**src/design/hsvrgb_pkg.sv**
```systemverilog
// ----------------------------------------------------------------------------
// hsvrgb_pkg: shared types and constants for the HSV to RGB converter
// Fixed-point formats, sector codes and the input clamp used by the pipeline.
// ----------------------------------------------------------------------------
`default_nettype none

package hsvrgb_pkg;

  // Q1.16 fixed point: ONE means 1.0
  localparam int FRAC_BITS = 16;
  localparam int UNIT_W    = FRAC_BITS + 1;
  localparam int HUE_W     = 16;
  localparam int IN_W      = FRAC_BITS + 2;
  localparam int H6_W      = HUE_W + 3;

  typedef logic [UNIT_W-1:0] unit_t;
  typedef logic [HUE_W-1:0]  hue_t;
  typedef logic [IN_W-1:0]   raw_t;

  localparam unit_t ONE = unit_t'(1) << FRAC_BITS;

  // Hue sector, one sixth of a turn each
  typedef enum logic [2:0] {
    SECTOR_RED_YEL  = 3'd0,
    SECTOR_YEL_GRN  = 3'd1,
    SECTOR_GRN_CYN  = 3'd2,
    SECTOR_CYN_BLU  = 3'd3,
    SECTOR_BLU_MAG  = 3'd4,
    SECTOR_MAG_RED  = 3'd5
  } sector_t;

  // Clamp a signed Q1.16 value to 0..ONE
  function automatic unit_t clamp_unit(raw_t raw);
    unit_t mag;
    mag = raw[UNIT_W-1:0];
    if (raw[IN_W-1]) begin
      return '0;
    end else if (raw[IN_W-2] || (mag > ONE)) begin
      return ONE;
    end else begin
      return mag;
    end
  endfunction

endpackage

`default_nettype wire

```
**src/design/hsvrgb_in_if.sv**
```systemverilog
// ----------------------------------------------------------------------------
// hsvrgb_in_if: HSV pixel channel
// Valid/ready handshake carrying hue, saturation, value and alpha per beat.
// ----------------------------------------------------------------------------
`default_nettype none

interface hsvrgb_in_if;
  logic                  valid;
  logic                  ready;
  hsvrgb_pkg::hue_t      hue_turn;
  logic signed [17:0]    saturation_in;
  logic signed [17:0]    value_in;
  logic [16:0]           alpha_in;

  modport source (output valid, hue_turn, saturation_in, value_in, alpha_in,
                  input ready);
  modport sink   (input valid, hue_turn, saturation_in, value_in, alpha_in,
                  output ready);
endinterface

`default_nettype wire

```
**src/design/hsvrgb_out_if.sv**
```systemverilog
// ----------------------------------------------------------------------------
// hsvrgb_out_if: RGB pixel channel
// Valid/ready handshake carrying red, green, blue and alpha per beat.
// ----------------------------------------------------------------------------
`default_nettype none

interface hsvrgb_out_if;
  logic        valid;
  logic        ready;
  logic [16:0] red_out;
  logic [16:0] green_out;
  logic [16:0] blue_out;
  logic [16:0] alpha_out;

  modport source (output valid, red_out, green_out, blue_out, alpha_out,
                  input ready);
  modport sink   (input valid, red_out, green_out, blue_out, alpha_out,
                  output ready);
endinterface

`default_nettype wire

```
**src/design/hsv_to_rgb_converter_unit.sv**
```systemverilog
// ----------------------------------------------------------------------------
// hsv_to_rgb_converter_unit: pipelined HSV to RGB color converter
// Clamps S and V, splits hue into sector and fraction, forms m = V(1-S) and
// n = V(1-S*f) and routes V, m, n to red, green and blue by sector.
// ----------------------------------------------------------------------------
//
//   channel  | port    | beat contents
//   ---------+---------+---------------------------------------------------
//   pixel in | in_bus  | hue_turn, saturation_in, value_in, alpha_in
//   pixel out| out_bus | red_out, green_out, blue_out, alpha_out
//
// Throughput is one beat per cycle while the sink is ready. A beat passes four
// register stages (clamp/sector, S*f, two V products, routing) in that order
// and waits in the output register until the sink takes it. Each stage holds
// a valid bit that travels with its data. A stage advances when it is empty or
// the stage after it advances, so bubbles are squeezed out and a stalled
// output holds every stage intact. Reset (rst_n low, synchronous) clears the
// valid bits only.
// ----------------------------------------------------------------------------
`default_nettype none

module hsv_to_rgb_converter_unit (
  input  wire logic    clk,
  input  wire logic    rst_n,
  hsvrgb_in_if.sink    in_bus,
  hsvrgb_out_if.source out_bus
);

  // Stage enables: each stage loads when empty or when downstream moves
  logic en1, en2, en3, en_out;

  // Stage 1: clamped inputs, sector and mirrored fraction
  logic                vld1_r;
  hsvrgb_pkg::unit_t   s1_r, v1_r, f1_r, a1_r;
  hsvrgb_pkg::sector_t sec1_r;
  logic                grey1_r;

  // Stage 2: S*f product, 1-S
  logic                vld2_r;
  hsvrgb_pkg::unit_t   sf2_r, oms2_r, v2_r, a2_r;
  hsvrgb_pkg::sector_t sec2_r;
  logic                grey2_r;

  // Stage 3: m and n
  logic                vld3_r;
  hsvrgb_pkg::unit_t   m3_r, n3_r, v3_r, a3_r;
  hsvrgb_pkg::sector_t sec3_r;
  logic                grey3_r;

  // Output register
  logic                out_vld_r;
  hsvrgb_pkg::unit_t   red_r, green_r, blue_r, alpha_r;
  hsvrgb_pkg::unit_t   red_nxt, green_nxt, blue_nxt;

  // Stage 1 combinational front end
  hsvrgb_pkg::unit_t           s_clamp, v_clamp, f_raw, f_mirror;
  logic [hsvrgb_pkg::H6_W-1:0] h6;

  assign en_out = !out_vld_r || out_bus.ready;
  assign en3    = !vld3_r || en_out;
  assign en2    = !vld2_r || en3;
  assign en1    = !vld1_r || en2;

  assign in_bus.ready = en1;

  assign s_clamp = hsvrgb_pkg::clamp_unit(in_bus.saturation_in);
  assign v_clamp = hsvrgb_pkg::clamp_unit(in_bus.value_in);

  // Six sectors per turn: sector in the top bits, fraction below
  assign h6       = {3'b000, in_bus.hue_turn} * hsvrgb_pkg::H6_W'(6);
  assign f_raw    = {1'b0, h6[hsvrgb_pkg::HUE_W-1:0]};
  // Mirror the fraction in even sectors
  assign f_mirror = h6[hsvrgb_pkg::HUE_W] ? f_raw : (hsvrgb_pkg::ONE - f_raw);

  // Valid bits
  always_ff @(posedge clk) begin
    if (!rst_n) begin
      vld1_r    <= 1'b0;
      vld2_r    <= 1'b0;
      vld3_r    <= 1'b0;
      out_vld_r <= 1'b0;
    end else begin
      if (en1)    vld1_r    <= in_bus.valid;
      if (en2)    vld2_r    <= vld1_r;
      if (en3)    vld3_r    <= vld2_r;
      if (en_out) out_vld_r <= vld3_r;
    end
  end

  // Stage 1 payload
  always_ff @(posedge clk) begin
    if (en1) begin
      s1_r    <= s_clamp;
      v1_r    <= v_clamp;
      f1_r    <= f_mirror;
      a1_r    <= in_bus.alpha_in;
      sec1_r  <= hsvrgb_pkg::sector_t'(h6[hsvrgb_pkg::H6_W-1:hsvrgb_pkg::HUE_W]);
      grey1_r <= (s_clamp == '0);
    end
  end

  // Stage 2: S*f in its own multiplier, carry the rest
  hsvrgb_mul u_mul_sf (
    .clk (clk),
    .en  (en2),
    .a   (s1_r),
    .b   (f1_r),
    .p_r (sf2_r)
  );

  always_ff @(posedge clk) begin
    if (en2) begin
      oms2_r  <= hsvrgb_pkg::ONE - s1_r;
      v2_r    <= v1_r;
      a2_r    <= a1_r;
      sec2_r  <= sec1_r;
      grey2_r <= grey1_r;
    end
  end

  // Stage 3: m = V(1-S), n = V(1-S*f)
  hsvrgb_mul u_mul_m (
    .clk (clk),
    .en  (en3),
    .a   (v2_r),
    .b   (oms2_r),
    .p_r (m3_r)
  );

  hsvrgb_mul u_mul_n (
    .clk (clk),
    .en  (en3),
    .a   (v2_r),
    .b   (hsvrgb_pkg::ONE - sf2_r),
    .p_r (n3_r)
  );

  always_ff @(posedge clk) begin
    if (en3) begin
      v3_r    <= v2_r;
      a3_r    <= a2_r;
      sec3_r  <= sec2_r;
      grey3_r <= grey2_r;
    end
  end

  // Route V, m and n by sector; zero saturation gives grey
  always_comb begin
    red_nxt   = v3_r;
    green_nxt = v3_r;
    blue_nxt  = v3_r;
    if (!grey3_r) begin
      unique case (sec3_r)
        hsvrgb_pkg::SECTOR_RED_YEL: begin
          red_nxt = v3_r; green_nxt = n3_r; blue_nxt = m3_r;
        end
        hsvrgb_pkg::SECTOR_YEL_GRN: begin
          red_nxt = n3_r; green_nxt = v3_r; blue_nxt = m3_r;
        end
        hsvrgb_pkg::SECTOR_GRN_CYN: begin
          red_nxt = m3_r; green_nxt = v3_r; blue_nxt = n3_r;
        end
        hsvrgb_pkg::SECTOR_CYN_BLU: begin
          red_nxt = m3_r; green_nxt = n3_r; blue_nxt = v3_r;
        end
        hsvrgb_pkg::SECTOR_BLU_MAG: begin
          red_nxt = n3_r; green_nxt = m3_r; blue_nxt = v3_r;
        end
        default: begin
          red_nxt = v3_r; green_nxt = m3_r; blue_nxt = n3_r;
        end
      endcase
    end
  end

  // Output register: hold while the sink stalls
  always_ff @(posedge clk) begin
    if (en_out) begin
      red_r   <= red_nxt;
      green_r <= green_nxt;
      blue_r  <= blue_nxt;
      alpha_r <= a3_r;
    end
  end

  assign out_bus.valid     = out_vld_r;
  assign out_bus.red_out   = red_r;
  assign out_bus.green_out = green_r;
  assign out_bus.blue_out  = blue_r;
  assign out_bus.alpha_out = alpha_r;

endmodule

`default_nettype wire

```
**src/design/hsvrgb_mul.sv**
```systemverilog
// ----------------------------------------------------------------------------
// hsvrgb_mul: registered Q1.16 multiplier
// Multiplies two unit values and keeps the truncated Q1.16 product.
// ----------------------------------------------------------------------------
`default_nettype none

module hsvrgb_mul (
  input  wire logic              clk,
  input  wire logic              en,
  input  wire hsvrgb_pkg::unit_t a,
  input  wire hsvrgb_pkg::unit_t b,
  output hsvrgb_pkg::unit_t      p_r
);

  logic [2*hsvrgb_pkg::UNIT_W-1:0] prod;

  assign prod = {{hsvrgb_pkg::UNIT_W{1'b0}}, a} * {{hsvrgb_pkg::UNIT_W{1'b0}}, b};

  // Both operands stay within 0..ONE, so the product fits a unit value
  always_ff @(posedge clk) begin
    if (en) begin
      p_r <= prod[hsvrgb_pkg::FRAC_BITS +: hsvrgb_pkg::UNIT_W];
    end
  end

endmodule

`default_nettype wire
```
**src/flat_wrapper.sv**
```systemverilog
// flat-port wrapper written by rule: the top's interface ports become plain ports
module hsv_to_rgb_converter_unit_flat 
  (clk, rst_n, in_bus_valid, in_bus_hue_turn, in_bus_saturation_in, in_bus_value_in, in_bus_alpha_in, in_bus_ready, out_bus_valid, out_bus_red_out, out_bus_green_out, out_bus_blue_out, out_bus_alpha_out, out_bus_ready);
  hsvrgb_in_if in_bus_i ();
  hsvrgb_out_if out_bus_i ();
  input  wire logic clk;
  input  wire logic rst_n;
  input wire logic [$bits(in_bus_i.valid)-1:0] in_bus_valid;
  input wire logic [$bits(in_bus_i.hue_turn)-1:0] in_bus_hue_turn;
  input wire logic [$bits(in_bus_i.saturation_in)-1:0] in_bus_saturation_in;
  input wire logic [$bits(in_bus_i.value_in)-1:0] in_bus_value_in;
  input wire logic [$bits(in_bus_i.alpha_in)-1:0] in_bus_alpha_in;
  output wire logic [$bits(in_bus_i.ready)-1:0] in_bus_ready;
  output wire logic [$bits(out_bus_i.valid)-1:0] out_bus_valid;
  output wire logic [$bits(out_bus_i.red_out)-1:0] out_bus_red_out;
  output wire logic [$bits(out_bus_i.green_out)-1:0] out_bus_green_out;
  output wire logic [$bits(out_bus_i.blue_out)-1:0] out_bus_blue_out;
  output wire logic [$bits(out_bus_i.alpha_out)-1:0] out_bus_alpha_out;
  input wire logic [$bits(out_bus_i.ready)-1:0] out_bus_ready;
  assign in_bus_i.valid = in_bus_valid;
  assign in_bus_i.hue_turn = in_bus_hue_turn;
  assign in_bus_i.saturation_in = in_bus_saturation_in;
  assign in_bus_i.value_in = in_bus_value_in;
  assign in_bus_i.alpha_in = in_bus_alpha_in;
  assign in_bus_ready = in_bus_i.ready;
  assign out_bus_valid = out_bus_i.valid;
  assign out_bus_red_out = out_bus_i.red_out;
  assign out_bus_green_out = out_bus_i.green_out;
  assign out_bus_blue_out = out_bus_i.blue_out;
  assign out_bus_alpha_out = out_bus_i.alpha_out;
  assign out_bus_i.ready = out_bus_ready;
  hsv_to_rgb_converter_unit u_core (.clk(clk), .rst_n(rst_n), .in_bus(in_bus_i), .out_bus(out_bus_i));
endmodule
```
**config.mk**
```make
export PLATFORM = sky130hd
export DESIGN_NAME = hsv_to_rgb_converter_unit_flat
export DESIGN_NICKNAME = d
export VERILOG_FILES = /design/src/design/hsvrgb_pkg.sv /design/src/design/hsvrgb_in_if.sv /design/src/design/hsvrgb_out_if.sv /design/src/design/hsv_to_rgb_converter_unit.sv /design/src/design/hsvrgb_mul.sv /design/src/flat_wrapper.sv
export SDC_FILE = /design/constraint.sdc
export NUM_CORES = 2
export LEC_CHECK = 0
export ABC_CLOCK_PERIOD_IN_PS = 7950
export BUFFER_PORTS_ARGS = -buffer_cell sky130_fd_sc_hd__clkbuf_2
export CAP_MARGIN = 20
export CORE_ASPECT_RATIO = 1.2
export CORE_UTILIZATION = 59
export DETAILED_ROUTE_END_ITERATION = 8
export HOLD_SLACK_MARGIN = 0.06
export PLACE_DENSITY = 0.8
export SLEW_MARGIN = 0
export SYNTH_ARGS = -nofsm -noshare
export SYNTH_HDL_FRONTEND = slang
export SYNTH_SLANG_ARGS = --single-unit
```
**constraint.sdc**
```tcl
create_clock -name clk -period 7.95 [get_ports clk]
set_clock_uncertainty 0.1 [all_clocks]
set_input_delay 1.1925 -clock clk [delete_from_list [all_inputs] [get_ports clk]]
set_output_delay 1.1925 -clock clk [all_outputs]
set_load 0.05 [all_outputs]
```
==> impl_metrics.env <==
export IMPL_yosys_area_share_simple=0.1372
export IMPL_violations="DRC"
export IMPL_cts_buffer_depth=3
export IMPL_dpl_hpwl_um=71790
export IMPL_clk_latency_ns=0.57
export IMPL_ys_ff_latch=287
export IMPL_final_core_util=0.6432
export IMPL_peakVddDrop_uv=297.5
export IMPL_path_class="reg -> reg"
export IMPL_vias=26590
export IMPL_reg2reg_from="u_core.u_mul_sf.p_r[0]"
export IMPL_root_buffer="clkbuf_16"
export IMPL_fmax_ghz=0.1310
export IMPL_remaining_drc_errors=3
export IMPL_arrival_ns=7.85
export IMPL_syn_num_nets=4827
export IMPL_firstDrtPassIters=9
export IMPL_grt_max_degree=73
export IMPL_synth_xor_area_frac=0.02771
export IMPL_hold_viol_final=0
export IMPL_critical_path_endpoint_type="flop"
export IMPL_min_period_ns=7.636
export IMPL_finalSetupViolations=0
export IMPL_synth_top_family_by_area="adder cells"
export IMPL_grt_use_total=0.2866
export IMPL_r2r_setup_slack_ns=0.31
export IMPL_postCtsHoldBufs=0
export IMPL_drt_vias_per_instance=5.643
export IMPL_rows=101
export IMPL_syn_cell_area_um2=37890
export IMPL_initial_core_util=0.5973
export IMPL_worstPathRequired_ns=8.17
export IMPL_clk_pin_slew_worst_paths_ns=0.06
export IMPL_yosysWarnings=0
export IMPL_die_h_um=279.6
export IMPL_relSlewSlack=0.2961
export IMPL_port_buffers=142
export IMPL_routedWlPerCell_um=19.14
export IMPL_setup_ws_ns=0.3138
export IMPL_met3_usage=0.03664
export IMPL_worstHoldPathType="reg -> reg"
export IMPL_worst_slew_pin_slew_ns=1.035
export IMPL_synth_seq_area_share=0.2264
export IMPL_htree_levels=1
export IMPL_synthCells=3770
export IMPL_fin_crit_sh=0.9605
export IMPL_core_area_um2=63440
export IMPL_fin_cells=4712
export IMPL_avgSynthCellArea_um2=10.05
export IMPL_nFillCells=4812
export IMPL_grt_pass1_vias=28570
export IMPL_path_max_fanout=12
export IMPL_syn2layout_area_growth_pct=7.701
export IMPL_postRouteAntennaNets=0
export IMPL_die_area_um2=65240
export IMPL_slew_viol_final=0
export IMPL_synth_ff_type="edfxtp_1"
export IMPL_synthDistinctLibCells=61
export IMPL_grt_overflow_total=0
export IMPL_grtUsageMet1=0.3442
export IMPL_clock_sinks=287
export IMPL_die_w_um=233.3
export IMPL_synthAdderAreaFrac=0.4535
export IMPL_numCtsBuffers=30
export IMPL_wl_um=90190
export IMPL_synthArstFlopShare=0
export IMPL_min_from="u_core.a1_r[2]"
export IMPL_gr_usage_met2=0.5039
export IMPL_synthMuxAreaShare=0.0002642
export IMPL_gp_congestion=0.9120
export IMPL_synth_edf_count=283
export IMPL_cap_violations=0
export IMPL_dpl_worst_slack_ns=0.1619
export IMPL_busiest_layer="met2"
export IMPL_drt_initial_drc_count=1932
export IMPL_place_inst=4651
export IMPL_power_density_nw_per_um2=280.8
export IMPL_leakagePower_nw=19.69
export IMPL_io_pins=143
export IMPL_cts_tree="yes"
export IMPL_layout_nets=4920
export IMPL_startpoint="u_core.u_mul_sf.p_r[0]"
export IMPL_antenna_found_initial=1
export IMPL_start_kind="flop"
export IMPL_status="finished, violations left"
export IMPL_drive_gt1_frac=0.08361
export IMPL_grt_pass1_wl_um=145300
export IMPL_synth_compound_area_frac=0.05792
-- layer usage --
metal,part of all wire,vias to the layer above
li1,-,11810
met1,0.36,13330
met2,0.51,1153
met3,0.071,303
met4,0.059,0
met5,0,-
-- worst paths after layout --
kind,to,depth (start not counted)
min reg2reg,u_core.a2_r[2],0
max reg2reg,u_core.u_mul_n.p_r[16],27
max,u_core.u_mul_n.p_r[16],27
min,u_core.a2_r[2],0
-- what timing repair did --
action	4_1_cts	5_1_grt
buffers inserted	0	4
setup endpoints to repair	0	9
resized for setup	0	10
hold endpoints to repair	0	0
-- cells in the final DEF (no fill, tap or decap), types with 12 or more instances in the layout --
master	count
a21oi_1	56
ha_1	335
clkbuf_16	31
xor2_1	41
nor2b_1	17
nor3_1	18
a22oi_1	51
nor2_1	41
and3_1	14
a31oi_1	12
a21o_1	29
fa_1	649
o22a_1	51
xnor2_1	76
buf_4	99
edfxtp_1	283
o21ai_0	54
nand3_1	17
and2_1	330
clkbuf_2	142
inv_1	794
nand2_1	592
-- report_power, final --
group | internal (mW) | switching [mW]
Clock | 0.849 | 0.605
Combinational | 2.83 | 4.50
Sequential | 2.23 | 0.441
Total | 5.91 | 5.55
-- registers in the layout, indices dropped and copies added (netlist names), 16 cells and up --
name	flops
u_core.a1_r	17
u_core.a2_r	17
u_core.a3_r	17
u_core.f1_r	16
u_core.oms2_r	17
u_core.out_bus.alpha_out	17
u_core.out_bus.blue_out	17
u_core.out_bus.green_out	17
u_core.out_bus.red_out	17
u_core.s1_r	17
u_core.u_mul_m.p_r	17
u_core.u_mul_n.p_r	17
u_core.u_mul_sf.p_r	17
u_core.v1_r	17
u_core.v2_r	17
u_core.v3_r	17
-- critical path, stage by stage, from the launching register on --
cell and delay, ns:
edfxtp_1 0.38, inv_1 0.10, ha_1 0.19, nand2_1 0.12, nor3_4 0.23, nand2_1 0.16, nor3_1 0.22, xnor2_1 0.27
buf_4 0.26, nand2_1 0.10, fa_1 0.51, inv_1 0.05, fa_1 0.55, fa_1 0.43, fa_1 0.47, fa_1 0.51
fa_1 0.41, ha_1 0.33, and3_1 0.19, a221o_1 0.33, a21o_1 0.18, a21oi_1 0.13, o41a_1 0.30, o21bai_1 0.14
nand3b_1 0.12, nand3_1 0.16, a31o_2 0.30, xnor2_1 0.14
-- final cells by class --
| type | instances | area, um2 | area share |
|---|---|---|---|
| Clock inverter | 18 | 207.7 | 0.005090 |
| Multi-Input combinational cell | 2506 | 25710 | 0.6300 |
| Antenna cell | 1 | 2.502 | 0.00006132 |
| Timing Repair Buffer | 242 | 1459 | 0.03575 |
| Tap cell | 824 | 1031 | 0.02527 |
| Inverter | 796 | 2988 | 0.07322 |
| Clock buffer | 38 | 832.0 | 0.02039 |
| Sequential cell | 287 | 8578 | 0.2102 |
-- metrics by stage --
step	TNS, ns	power, mW	area, um2	hold slack [ns]
floorplan	0	7.664	37890	0.3003
global placement	0	9.654	39680	0.3005
detailed placement	0	9.874	39680	0.3045
CTS	0	11.39	40720	0.3171
global route	-0.05782	12.44	40800	0.3214
finish	0	11.46	40810	0.3181
-- cells in the mapped netlist (2+ instances only) --
cell	instances	area (um2)
a21oi_1	57	285.3
nor3b_1	3	22.52
nand2b_1	11	68.82
nor4_1	13	81.33
a31o_2	3	26.28
a21boi_0	3	22.52
nand4_1	7	43.79
a31oi_1	12	75.07
fa_1	649	12990
a2111oi_0	3	26.28
o21bai_1	6	45.04
o21a_1	9	67.56
nor2_1	42	157.7
nor3_1	19	95.09
a21oi_2	2	17.52
inv_1	796	2988
o31ai_2	2	25.02
nor2b_1	17	106.4
and3_1	14	87.58
o22a_1	51	446.7
o22ai_1	2	12.51
o31ai_1	3	22.52
and4_1	3	26.28
a22oi_1	51	382.9
xnor2_1	77	674.4
a211oi_1	6	45.04
or3_1	4	25.02
edfxtp_1	283	8498
a41oi_1	3	26.28
or2_2	7	43.79
nand3b_1	4	30.03
xor2_1	41	359.1
o21ai_0	54	270.3
ha_1	335	4192
a311o_1	2	20.02
nand3_1	17	85.08
nand2_1	594	2230
and2_1	330	2064
dfxtp_1	4	80.08
clkbuf_1	177	664.4
buf_1	3	11.26
o211ai_1	4	30.03
a21o_1	29	217.7
-- kinds of logic after synthesis --
kind of cell	Yosys count
XOR/XNOR	119
AND/OR/NAND/NOR	1088
buffers and inverters	977
multiplexers	1
adder cells (fa/ha/maj)	984
flip-flops	287
AO/OA/AOI/OAI	314
Note: power is estimated with default switching activity, not from simulation.
